<file path="src/hdl/nfd_pkg.sv">
package nfd_pkg;

  // payload bytes a frame may carry before data results are suppressed
  localparam int MAX_DATA = 7;

  localparam logic [1:0] STATUS_OK       = 2'd0;
  localparam logic [1:0] STATUS_BAD_LEN  = 2'd1;
  localparam logic [1:0] STATUS_BAD_CHK  = 2'd2;

  localparam logic [3:0] POS_MAX = 4'hF;
  localparam logic [6:0] BITS_MAX = 7'h7F;

  typedef struct packed {
    logic       is_end;
    logic [7:0] data_byte;
    logic [2:0] data_index;
    logic       cmd_bit;
    logic [2:0] payload_length;
    logic [1:0] frame_status;
  } res_t;

  function automatic logic [3:0] ones8(input logic [7:0] v);
    logic [3:0] n;
    n = 4'd0;
    for (int k = 0; k < 8; k++) begin
      n = n + {3'b000, v[k]};
    end
    return n;
  endfunction

endpackage

</file>
<file path="src/hdl/nfd_core.sv">
module nfd_core (
  input  logic             clk,
  input  logic             rst_n,
  input  logic             advance,
  input  logic [7:0]       frame_byte,
  input  logic             last_byte,
  output logic             res_valid,
  output nfd_pkg::res_t    res
);

  logic [3:0] pos_r, pos_nxt;
  logic       cmd_r, cmd_nxt;
  logic [2:0] len_r, len_nxt;
  logic [3:0] carry_r, carry_nxt;
  logic [6:0] bits_r, bits_nxt;
  logic [3:0] chk_lo_r, chk_lo_nxt;

  logic       cmd_cur;
  logic [2:0] len_cur;
  logic [3:0] len_ext;
  logic       have_data;
  logic [3:0] pop;
  logic [7:0] sum;
  logic [6:0] bits_add;
  logic [5:0] rx_chk;
  logic [1:0] status;

  always_comb begin
    cmd_cur   = (pos_r == 4'd0) ? frame_byte[0]   : cmd_r;
    len_cur   = (pos_r == 4'd0) ? frame_byte[3:1] : len_r;
    len_ext   = {1'b0, len_cur};
    have_data = (pos_r >= 4'd1) && (pos_r <= len_ext) && (len_cur != 3'd0) &&
                (len_ext <= 4'(nfd_pkg::MAX_DATA));

    // check covers whole bytes below L plus the low nibble of byte L
    if (pos_r < len_ext) begin
      pop = nfd_pkg::ones8(frame_byte);
    end else if (pos_r == len_ext) begin
      pop = nfd_pkg::ones8({4'h0, frame_byte[3:0]});
    end else begin
      pop = 4'd0;
    end
    sum      = {1'b0, bits_r} + {4'h0, pop};
    bits_add = sum[7] ? nfd_pkg::BITS_MAX : sum[6:0];

    // at byte L+1 nothing is added, so bits_r is the final count
    rx_chk = {frame_byte[1:0], chk_lo_r};
    if (pos_r != (len_ext + 4'd1)) begin
      status = nfd_pkg::STATUS_BAD_LEN;
    end else if (rx_chk != bits_r[5:0] || bits_r[6]) begin
      status = nfd_pkg::STATUS_BAD_CHK;
    end else begin
      status = nfd_pkg::STATUS_OK;
    end

    res = '0;
    if (last_byte) begin
      res.is_end         = 1'b1;
      res.cmd_bit        = cmd_cur;
      res.payload_length = len_cur;
      res.frame_status   = status;
    end else begin
      res.data_byte  = {frame_byte[3:0], carry_r};
      res.data_index = 3'(pos_r - 4'd1);
    end
    res_valid = advance && (last_byte || have_data);
    if (!last_byte && !have_data) begin
      res.data_byte  = 8'h00;
      res.data_index = 3'd0;
    end

    if (last_byte) begin
      pos_nxt    = 4'd0;
      cmd_nxt    = 1'b0;
      len_nxt    = 3'd0;
      carry_nxt  = 4'h0;
      bits_nxt   = 7'd0;
      chk_lo_nxt = 4'h0;
    end else begin
      pos_nxt    = (pos_r == nfd_pkg::POS_MAX) ? pos_r : pos_r + 4'd1;
      cmd_nxt    = cmd_cur;
      len_nxt    = len_cur;
      carry_nxt  = frame_byte[7:4];
      bits_nxt   = bits_add;
      chk_lo_nxt = (pos_r == len_ext) ? frame_byte[7:4] : chk_lo_r;
    end
  end

  always_ff @(posedge clk) begin
    if (!rst_n) begin
      pos_r    <= 4'd0;
      cmd_r    <= 1'b0;
      len_r    <= 3'd0;
      carry_r  <= 4'h0;
      bits_r   <= 7'd0;
      chk_lo_r <= 4'h0;
    end else if (advance) begin
      pos_r    <= pos_nxt;
      cmd_r    <= cmd_nxt;
      len_r    <= len_nxt;
      carry_r  <= carry_nxt;
      bits_r   <= bits_nxt;
      chk_lo_r <= chk_lo_nxt;
    end
  end

`ifndef SYNTHESIS
  a_clear_after_end: assert property (@(posedge clk) disable iff (!rst_n)
    (advance && last_byte) |=> (pos_r == 4'd0 && bits_r == 7'd0))
    else $error("frame state not cleared after last byte");

  a_index_in_length: assert property (@(posedge clk) disable iff (!rst_n)
    (res_valid && !res.is_end) |-> ({1'b0, res.data_index} < {1'b0, len_cur}))
    else $error("data index beyond header length");

  a_status_code: assert property (@(posedge clk) disable iff (!rst_n)
    res_valid |-> (res.frame_status != 2'd3))
    else $error("undefined frame status");
`endif

endmodule

</file>
<file path="src/hdl/nfd_oreg.sv">
module nfd_oreg (
  input  logic          clk,
  input  logic          rst_n,
  input  logic          load,
  input  nfd_pkg::res_t res,
  input  logic          out_stall,
  output logic          free,
  output logic          out_valid,
  output nfd_pkg::res_t out_res
);

  logic          valid_r, valid_nxt;
  nfd_pkg::res_t res_r;

  assign free      = !valid_r || !out_stall;
  assign valid_nxt = load || (valid_r && out_stall);
  assign out_valid = valid_r;
  assign out_res   = res_r;

  always_ff @(posedge clk) begin
    if (!rst_n) begin
      valid_r <= 1'b0;
    end else begin
      valid_r <= valid_nxt;
    end
  end

  always_ff @(posedge clk) begin
    if (load) begin
      res_r <= res;
    end
  end

endmodule

</file>
<file path="src/hdl/nibble_frame_deframer_top.sv">
// Nibble frame deframer.
// Input channel: one frame byte per transfer (in_frame_byte), in_last_byte
// high on the final byte. A transfer happens when in_valid is high and
// in_stall is low.
// Output channel: at most one result per input byte. out_is_end low gives a
// reassembled payload byte with its index; out_is_end high gives the end of
// frame result with command bit, header length and status (0 ok, 1 byte
// count wrong, 2 check mismatch). A transfer happens when out_valid is high
// and out_stall is low.
// Each byte passes the input register, then the result register. Throughput:
// one byte per cycle, sustained while out_stall is low; the only limit is
// the single result register draining.
// A byte with no result still advances the frame state and occupies no
// output slot.
// Reset (rst_n low, synchronous) empties both registers and clears the
// frame state, so the next byte is taken as a header.
// While the receiver stalls, the result is held; one more byte may sit in
// the input register, then in_stall rises until the result drains.
module nibble_frame_deframer_top (
  input  logic       clk,
  input  logic       rst_n,
  input  logic       in_valid,
  output logic       in_stall,
  input  logic [7:0] in_frame_byte,
  input  logic       in_last_byte,
  output logic       out_valid,
  input  logic       out_stall,
  output logic       out_is_end,
  output logic [7:0] out_data_byte,
  output logic [2:0] out_data_index,
  output logic       out_cmd_bit,
  output logic [2:0] out_payload_length,
  output logic [1:0] out_frame_status
);

  // input register
  logic          s1_valid_r, s1_valid_nxt;
  logic [7:0]    s1_byte_r;
  logic          s1_last_r;
  logic          advance;
  logic          oreg_free;
  logic          res_valid;
  nfd_pkg::res_t res;
  nfd_pkg::res_t out_res;

  // the held byte moves on once the result register can take its result
  assign advance      = s1_valid_r && oreg_free;
  assign in_stall     = s1_valid_r && !oreg_free;
  assign s1_valid_nxt = (in_valid && !in_stall) || (s1_valid_r && !advance);

  always_ff @(posedge clk) begin
    if (!rst_n) begin
      s1_valid_r <= 1'b0;
    end else begin
      s1_valid_r <= s1_valid_nxt;
    end
  end

  always_ff @(posedge clk) begin
    if (in_valid && !in_stall) begin
      s1_byte_r <= in_frame_byte;
      s1_last_r <= in_last_byte;
    end
  end

  nfd_core u_core (
    .clk        (clk),
    .rst_n      (rst_n),
    .advance    (advance),
    .frame_byte (s1_byte_r),
    .last_byte  (s1_last_r),
    .res_valid  (res_valid),
    .res        (res)
  );

  nfd_oreg u_oreg (
    .clk       (clk),
    .rst_n     (rst_n),
    .load      (res_valid),
    .res       (res),
    .out_stall (out_stall),
    .free      (oreg_free),
    .out_valid (out_valid),
    .out_res   (out_res)
  );

  assign out_is_end         = out_res.is_end;
  assign out_data_byte      = out_res.data_byte;
  assign out_data_index     = out_res.data_index;
  assign out_cmd_bit        = out_res.cmd_bit;
  assign out_payload_length = out_res.payload_length;
  assign out_frame_status   = out_res.frame_status;

endmodule

</file>
<file path="config.mk">
export PLATFORM = sky130hd
export DESIGN_NAME = nibble_frame_deframer_top
export DESIGN_NICKNAME = d
export VERILOG_FILES = /design/src/hdl/nfd_pkg.sv /design/src/hdl/nfd_core.sv /design/src/hdl/nfd_oreg.sv /design/src/hdl/nibble_frame_deframer_top.sv
export SDC_FILE = /design/constraint.sdc
export NUM_CORES = 1
export LEC_CHECK = 0
export BUFFER_PORTS_ARGS = -buffer_cell sky130_fd_sc_hd__buf_4
export CAP_MARGIN = 10
export CORE_MARGIN = 1.5
export CORE_UTILIZATION = 58
export DETAILED_ROUTE_END_ITERATION = 10
export PLACE_DENSITY = 0.8
export SLEW_MARGIN = 30
export SYNTH_ARGS = -nofsm -noshare
export SYNTH_HDL_FRONTEND = slang
export SYNTH_SLANG_ARGS = --single-unit
</file>
<file path="constraint.sdc">
create_clock -name clk -period 4.2 [get_ports clk]
set_input_delay 0.42 -clock clk [delete_from_list [all_inputs] [get_ports clk]]
set_output_delay 0.42 -clock clk [all_outputs]
set_load 0.01 [all_outputs]
</file>
* After elaboration in Yosys (flattened, before gate mapping)
Index checks and enable logic that the tools add are counted.
** Storage, ports and cells
- Output and inout bits :: 20
- Register bits after elaboration :: 52
- Logic and storage cells :: 81
** Operators by class
- Bitwise operators :: 1
- Magnitude comparators :: 3
- Reductions and logical operators :: 28
- Mux-type cells :: 16
- Equal/unequal tests :: 5
- $add $sub $neg :: 11
** Operator list (number)
- 2-to-1 mux 4 bit :: 7
- adder 4 x 1 -> 4 bit :: 6
- 2-to-1 mux 7 bit :: 2
- logical AND 1 bit :: 9
- adder 7 x 4 -> 8 bit :: 1
- zero test 1 bit :: 7
- 2-to-1 mux 3 bit :: 2
- != test 6 bit :: 1
- logical OR 1 bit :: 5
- adder 3 x 1 -> 4 bit (second input constant) :: 1
- adder 4 x 1 -> 4 bit (second input constant) :: 1
- == test 4 x 3 -> 1 bit :: 1
- == test 4 bit (second input constant) :: 1
- >= comparator 4 x 1 -> 1 bit (second input constant) :: 1
- <= comparator 4 x 3 -> 1 bit :: 1
- zero test 4 bit :: 1
- less-than comparator 4 x 3 -> 1 bit :: 1
- 2-to-1 mux 1 bit :: 4
- != test 4 bit :: 1
- AND reduction 2 bit :: 2
- OR reduction 2 bit :: 2
- nonzero test 3 bit :: 1
- subtractor 3 x 1 -> 3 bit (second input constant) :: 1
- adder 1 x 1 -> 2 bit :: 1
- 4 further kinds :: 4

* Logic depth before layout (Yosys ltp)
Gate-level depths: netlist of run 1.
- Depth in word-level cells :: 11
- Mapped depth :: 18
- Depth with buffers taken out :: 18

* Modules after synthesis
Synthesis of run 1 repeated with hierarchy kept, for this count alone.
** Second synthesis, totals
- Cells, all modules :: 250
- Area, all modules :: 2772.7 sq um
** Modules (own cells, without submodules)
- nfd_core :: area each 1873.0 sq um, sequential area each 460.4 sq um, instances 1, cells each 214
- nfd_oreg :: area each 575.6 sq um, sequential area each 560.5 sq um, instances 1, cells each 22
- nibble_frame_deframer_top :: area each 324.1 sq um, sequential area each 290.3 sq um, instances 1, cells each 14

* Worst setup path before layout of run 1
No wires, ideal clock.
- Path type :: register -> register
- From :: reg u_core.pos_r[0]
- To :: reg u_oreg.res_r, in the netlist u_oreg.out_res[0], enable pin
- Library setup time :: 0.392 ns
- Period minus slack after synthesis :: 3.613 ns
- Slack :: 0.587 ns
- Data required time :: 3.808 ns
- Buffers on the path :: 0
- Arrival time :: 3.221 ns
- Stages on the path, launching flop included :: 11
- Path through :: dfxtp_1 -> inv_1 -> ha_1 -> nor3b_4 -> mux2i_1 -> ha_1 -> a211oi_1 -> o21ai_1 -> a221oi_2 -> nor2_1 -> nor2_1
** On the way
- Cells in the longest elaborated chain, start to end :: 7
- Elaborated cells between the ends (all ways) :: 9
** RTL lines
- start, declared :: RTL line nfd_core.sv:11 : logic [3:0] pos_r, pos_nxt;
- start signal, assigned :: RTL line nfd_core.sv:98 : pos_r <= pos_nxt;
- zero test 4 bit :: RTL line nfd_core.sv:30 : len_cur = (pos_r == 4'd0) ? frame_byte[3:1] : len_r;
- 2-to-1 mux 3 bit :: RTL line nfd_core.sv:30
- <= comparator 4 x 3 -> 1 bit :: RTL line nfd_core.sv:32 : have_data = (pos_r >= 4'd1) && (pos_r <= len_ext) && (len_cur != 3'd0) &&
- logical AND 1 bit :: RTL line nfd_core.sv:32
- logical AND 1 bit (*) :: RTL line nfd_core.sv:32
- logical OR 1 bit (*) :: RTL line nfd_core.sv:66 : res_valid = advance && (last_byte || have_data);
- logical AND 1 bit (*) :: RTL line nfd_core.sv:66
- named net res_valid :: RTL line nibble_frame_deframer_top.sv:42 : logic res_valid;
- end signal, assigned :: RTL line nfd_oreg.sv:30 : res_r <= res;
- end, declared :: RTL line nfd_oreg.sv:13 : nfd_pkg::res_t res_r;
The timed path passes the listed nets; every way through them passes the cells marked *.
A chain may end at the register's enable or synchronous reset.

* Worst setup path in the final report of run 1
- From :: reg u_core.pos_r[0]
- To :: reg u_core.bits_r[2]
** On the way
- Cells in the longest elaborated chain, start to end :: 8
- Elaborated cells between the ends (all ways) :: 9
** RTL lines
- zero test 4 bit (*) :: RTL line nfd_core.sv:30
- 2-to-1 mux 3 bit (*) :: RTL line nfd_core.sv:30
- named net u_core.len_cur[1] :: RTL line nfd_core.sv:19 : logic [2:0] len_cur;
- parallel branches: the longest is 2 deep, another holds less-than comparator 4 x 3 -> 1 bit
- 2-to-1 mux 4 bit (*) :: RTL line nfd_core.sv:36 : if (pos_r < len_ext) begin
- adder 7 x 4 -> 8 bit (*) :: RTL line nfd_core.sv:43 : sum = {1'b0, bits_r} + {4'h0, pop};
- 2-to-1 mux 7 bit (*) :: RTL line nfd_core.sv:44 : bits_add = sum[7] ? nfd_pkg::BITS_MAX : sum[6:0];
- 2-to-1 mux 7 bit (*) :: RTL line nfd_core.sv:72 : if (last_byte) begin
- end signal, assigned :: RTL line nfd_core.sv:102 : bits_r <= bits_nxt;
- end, declared :: RTL line nfd_core.sv:15 : logic [6:0] bits_r, bits_nxt;
Mark *: on every way through the listed nets, which the timed path passes.

==> summary.txt, run 1 <==
Synthesis
  – Synth Cell Area: between 2000 and 3000 sq um
  – Sequential fraction of the synthesis area: 0.486
  – Post-synthesis compound-gate area fraction: 0.137
  – Largest family of logic cells by synthesized area: simple AND/OR/NAND/NOR gates
  – Simple-Gate Fraction of Synth Area: 0.171
  – Share of async-settable or async-resettable flops after synthesis: 0
  – Post-synth EDFFs: 27
  – Post-Syn Instances: roughly 260
  – Top_reg_cell synth: edfxtp_1
  – Yosys warning total: 0
  – Synth cell types: 44
  – XOR/XNOR Fraction of Synth Area: 0.0357
  – Syn Nets: a little under 300
  – Average size of a mapped cell: between 10 and 15 sq um
  – Multiplexer area fraction after synthesis: 0.0232
  – Adder-Cell Fraction of Synth Area: 0.107
  – #FFs+latches synth: 52

Power
  – Pwr Density: around 330 nW/um^2
  – Peak supply drop: about 220 uV
  – Tot Pwr: slightly above 1 mW
  – Leak: around 1.3 nW

Placed design
  – Worst slack, placed: just under 60 ps
  – IO Port Bufs: 32
  – Final Wtd Congestion: roughly 0.92
  – Dpl hpwl: 3940 um
  – Dpl cells: 336

Timing
  – Final Hold Vio Count: 0
  – Relative slew margins: 0.508
  – WHS: between 200 and 300 ps
  – Slew Limit Fails: 0
  – Final worst-path cycle share: 0.941
  – Worst-Margin Slew: 732 ps
  – Fin crit period: between 3000 and 4000 ps
  – Final WS setup: 248 ps
  – Max Freq: between 200 and 300 MHz
  – # setup viols final: 0
  – Clk_skew: around 7.4 ps
  – RSZ-0062 raised after global routing: no
  – Fin Setup TNS: 0 ps

Critical path
  – Crit-path cells: inv_1 -> ha_1 -> nor3b_4 -> buf_4 -> mux2_2 -> inv_1 -> ha_1 -> nand2_1 -> o21ai_2 -> mux2_2 -> nand2_1 -> o31ai_1 -> ha_1 -> nand2_1 -> o21ai_1 -> nand2_1 -> a21oi_1 -> a31o_2
  – Crit path max fanout: 8
  – Cell mode on critical path: nand2_1
  – Depth of the worst register-to-register path: 18
  – Critical path class: reg2reg
  – Family with the most delay on the worst path: compound AO/OA/AOI/OAI gates
  – CP max-delay cell: dfxtp_1
  – Setup crit end kind: register
  – Max stage delay on crit path: 380 ps
  – Reg2Reg Setup Slack: between 200 and 250 ps
  – Worst EP arrival: 4210 ps
  – Startpoint types: register
  – Crit path required time: ~4500 ps
  – Stages on worst setup path: 18
  – CP Buf/Inv Count: 3

Clock tree
  – Clk_lat worst skew: ~310 ps
  – H-tree depth: 2
  – Max Buffers Root-to-Sink: 2
  – CTS tree: yes
  – Clock root cell: clkbuf_8
  – Clock transition at path regs: approximately 90 ps
  – # hold bufs at CTS: 0
  – Clock Sink Count: 52
  – Cts bufs inserted: 5

GRT
  – Vias in the first global route: approximately 1,900
  – Initial antenna violation count: 0
  – Total track usage: 0.224
  – First-pass GRT wire length: between 8000 and 9000 um
  – Total gr overflow: 0
  – Largest net degree at the start of global routing: 27

Detailed routing
  – DR vias/cell: 5.77
  – Total iterations of the first detailed-routing run: 4
  – # DRC: 0
  – Routed WL per cell: roughly 16 um
  – Final WL: approximately 5400 um
  – Iteration-0 DRC Markers: between 200 and 250
  – Final ANT Viol Nets: 0
  – DR vias: between 2,000 and 2,500

Final layout
  – Antenna diodes: 0
  – Most common cell after layout, fill and taps aside: buf_4
  – Final Non-Filler Cells: ~350
  – Area growth, synth to finish: 15.8%
  – # fillers: approximately 350
  – Layout Nets: roughly 330
  – Most frequent cells in the layout: 40 x buf_4, 27 x edfxtp_1, 25 x dfxtp_1
  – Layout cells sized above 1: 0.192

Floorplan
  – Die W: 71.2 um
  – Starting Density: 0.611
  – Core footprint: about 4400 sq um
  – Die ar.: between 5000 and 6000 sq um
  – Rows: 24
  – Die height: about 70 um
  – Num ports: 33

Worst hold path
  – WHS Path Cells: 1
  – HP Class: in2reg

Flow run
  – Reported max-cap violation count: 0

Run status
  – Status: finished, final reports clean
Yosys cell counts (9+ instances only):
| master | number | area (sq um) |
|---|---|---|
| inv_1 | 20 | 75.1 |
| and2_1 | 9 | 56.3 |
| nor2_1 | 12 | 45.0 |
| ha_1 | 15 | 188 |
| a21oi_1 | 14 | 70.1 |
| nand2_1 | 11 | 41.3 |
| dfxtp_1 | 25 | 500 |
| nor2b_1 | 21 | 131 |
| edfxtp_1 | 27 | 811 |
| o21ai_0 | 15 | 75.1 |
cell type report:
cell class              count  area [sq um]  area share
well taps                  52          65.1      0.0208
flip-flops and latches     52          1310       0.420
repair buffers             40           300      0.0962
inverters                  20          75.1      0.0240
clock inverters             1          5.00     0.00160
multi-input cells         177          1290       0.413
clock buffers               7          76.3      0.0244
final timing paths:
check / startpoint / endpoint
worst max register to register: u_core.pos_r[0]$_SDFFE_PN0P_ / u_core.bits_r[2]$_SDFFE_PN0P_
worst max-delay path: u_core.pos_r[0]$_SDFFE_PN0P_ / u_core.bits_r[2]$_SDFFE_PN0P_
worst min-delay path: in_last_byte / s1_last_r$_DFFE_PP_
worst min register to register: u_core.carry_r[3]$_SDFFE_PN0P_ / u_core.carry_r[3]$_SDFFE_PN0P_
layer usage:
metal / GRT usage / up-vias / wire length, um
li1: - / 987 / -
met1: 0.290 / 958 / 2470
met2: 0.363 / 59 / 2600
met3: 0.0584 / 9 / 289
met4: 0.0818 / 0 / 75
met5: 0 / - / 0
state kept, by name, indices dropped and copies added (netlist names):
signal	flops
u_core.pos_r	4
s1_last_r	1
u_core.cmd_r	1
u_core.carry_r	4
u_oreg.out_res	18
s1_valid_r	1
u_core.bits_r	7
u_oreg.out_valid	1
u_core.chk_lo_r	4
s1_byte_r	8
u_core.len_r	3
kinds of logic after synthesis:
family          count (synthesis)
xor+xnor                       11
mux                             6
fa+ha+maj                      20
simple gates                   83
flops                          52
buf+inv                        28
compound gates                 57
stage by stage:
step / area [sq um] / utilization
3_3_place_gp: 2990 / 0.678
6_report: 3120 / 0.707
5_1_grt: 3120 / 0.707
4_1_cts: 3070 / 0.696
3_5_place_dp: 2990 / 0.678
2_1_floorplan: 2700 / -
what timing repair did:
action / CTS / global route
setup buffers: 0 / 5
endpoints found under the setup margin: 0 / 7
resized for setup: 0 / 4
power by group:
part           switching, mW  internal [mW]
sequential            0.0135          0.555
clock                  0.158          0.117
combinational         0.0989         0.0811
total                  0.270          0.753
(Power assumes the default switching activity.)
==> inputs of run 2 (changes only) <==
--- a/config.mk
+++ b/config.mk
@@ -8,9 +8,10 @@
 export BUFFER_PORTS_ARGS = -buffer_cell sky130_fd_sc_hd__buf_4
 export CAP_MARGIN = 10
 export CORE_MARGIN = 1.5
-export CORE_UTILIZATION = 58
+export CORE_UTILIZATION = 60
+export CTS_BUF_LIST = sky130_fd_sc_hd__clkbuf_8
 export DETAILED_ROUTE_END_ITERATION = 10
-export PLACE_DENSITY = 0.8
+export PLACE_DENSITY = 0.82
 export SLEW_MARGIN = 30
 export SYNTH_ARGS = -nofsm -noshare
 export SYNTH_HDL_FRONTEND = slang
==> summary.txt, run 2 (synthesis gave the netlist of run 1 again) <==
Timing
  – Fin crit period: 3970 ps
  – Final Hold Vio Count: 0
  – Clk_skew: around 12 ps
  – # setup viols final: 0
  – Relative slew margins: 0.498
  – Max Freq: approximately 250 MHz
  – Final worst-path cycle share: 0.945
  – Slew Limit Fails: 0
  – Worst-Margin Slew: 746 ps

Final layout
  – Area growth, synth to finish: 15.8%
  – Max reg flops: 18
  – Layout Nets: approximately 330
  – Most frequent cells in the layout: 40 x buf_4, 27 x edfxtp_1, 25 x dfxtp_1
  – Most common cell after layout, fill and taps aside: buf_4
  – Antenna diodes: 0
  – Layout cells sized above 1: 0.192
  – Final Non-Filler Cells: 349

Critical path
  – Critical path class: reg2reg
  – Family with the most delay on the worst path: compound AO/OA/AOI/OAI gates
  – Crit-path cells: inv_1 -> ha_1 -> nor3b_4 -> buf_4 -> mux2_2 -> inv_1 -> ha_1 -> nand2_1 -> o21ai_2 -> mux2_2 -> nand2_1 -> o31ai_1 -> ha_1 -> nand2_1 -> o21ai_1 -> nand2_1 -> a21oi_1 -> a31o_2
  – Max stage delay on crit path: 410 ps
  – Worst setup startpoint: u_core.pos_r[0]$_SDFFE_PN0P_
  – Startpoint types: register
  – Worst EP arrival: ~4200 ps
  – Crit path max fanout: 8
  – Worst R2R Start: u_core.pos_r[0]$_SDFFE_PN0P_
  – Cell mode on critical path: nand2_1
  – Crit path required time: 4440 ps
  – CP Buf/Inv Count: 3
  – CP max-delay cell: nor3b_4
  – Setup crit end kind: register

Clock tree
  – Clk_lat worst skew: ~300 ps
  – # hold bufs at CTS: 0
  – CTS tree: yes
  – Max Buffers Root-to-Sink: 2
  – Clock root cell: clkbuf_8
  – Clock Sink Count: 52
  – H-tree depth: 2
  – Cts bufs inserted: 5
  – Clock transition at path regs: around 90 ps

Power
  – Tot Pwr: around 1 mW
  – Pwr Density: approximately 330 nW/um^2
  – Leak: 1.29 nW
  – Peak supply drop: around 260 uV

Floorplan
  – Core footprint: 4320 sq um
  – Die height: 70.0 um
  – Starting Density: 0.624
  – Die ar.: roughly 4900 sq um
  – Rows: 24
  – Num ports: 33
  – Die W: between 70 and 80 um

Placed design
  – IO Port Bufs: 32
  – Dpl cells: between 300 and 400
  – Final Wtd Congestion: 0.916
  – Dpl hpwl: 3930 um

GRT
  – Initial antenna violation count: 0
  – First-pass GRT wire length: approximately 9000 um
  – Total gr overflow: 0
  – Total track usage: 0.230
  – Vias in the first global route: approximately 1,900
  – Largest net degree at the start of global routing: 27

Detailed routing
  – # DRC: 0
  – Final WL: ~5600 um
  – Iteration-0 DRC Markers: around 200
  – DR vias/cell: 5.75
  – Routed WL per cell: between 15 and 20 um
  – Final ANT Viol Nets: 0
  – DR vias: ~2,000
  – Total iterations of the first detailed-routing run: 4

Flow run
  – Reported max-cap violation count: 0

Worst hold path
  – HP Class: in2reg
  – Worst Min Path Start: in_frame_byte[2]

Run status
  – Status: finished, final reports clean
[run 2: final timing paths]
path                                         end  slack (ps)  cells after the start
setup / recovery   u_core.bits_r[2]$_SDFFE_PN0P_         230                     18
hold reg to reg   u_core.carry_r[3]$_SDFFE_PN0P_         510                      2
hold / removal            s1_byte_r[2]$_DFFE_PP_         280                      1
setup reg to reg   u_core.bits_r[2]$_SDFFE_PN0P_         230                     18
[run 2: final cells by class]
class,count,area (sq um)
tap,52,65.1
timing repair buffer,40,300
clock inverter,3,12.5
inverter,20,75.1
clock buffer,5,68.8
multi-input combinational,177,1290
sequential,52,1310
fill,335,1200
[run 2: where the power goes]
| group | internal, mW | switching [mW] | total, mW |
|---|---|---|---|
| registers | 0.555 | 0.0169 | 0.572 |
| logic | 0.0815 | 0.0971 | 0.179 |
| clock network | 0.112 | 0.154 | 0.266 |
[run 2: routing by layer]
layer,share of wire,vias up,routed length [um],GRT usage
li1,-,991,-,-
met1,0.45,928,2500,0.307
met2,0.47,76,2600,0.367
met3,0.067,11,370,0.0649
met4,0.015,0,81,0.0684
met5,0,-,0,0
[run 2: per-stage QoR]
stage                      util  instance area [sq um]  hold slack [ps]  setup TNS [ps]  worst slack [ps]
after floorplan               -                   2700              470               0               587
after global placement    0.690                   2990              481               0               227
after detailed placement  0.690                   2990              490               0               130
after CTS                 0.709                   3070              280               0              89.2
after global routing      0.722                   3120              272            -124             -65.4
final                     0.722                   3120              284               0               232
[run 2: what timing repair did]
| action | 4_1_cts | 5_1_grt |
|---|---|---|
| setup buffers | 0 | 6 |
| gates resized for setup | 0 | 4 |
| setup endpoints to repair | 0 | 6 |
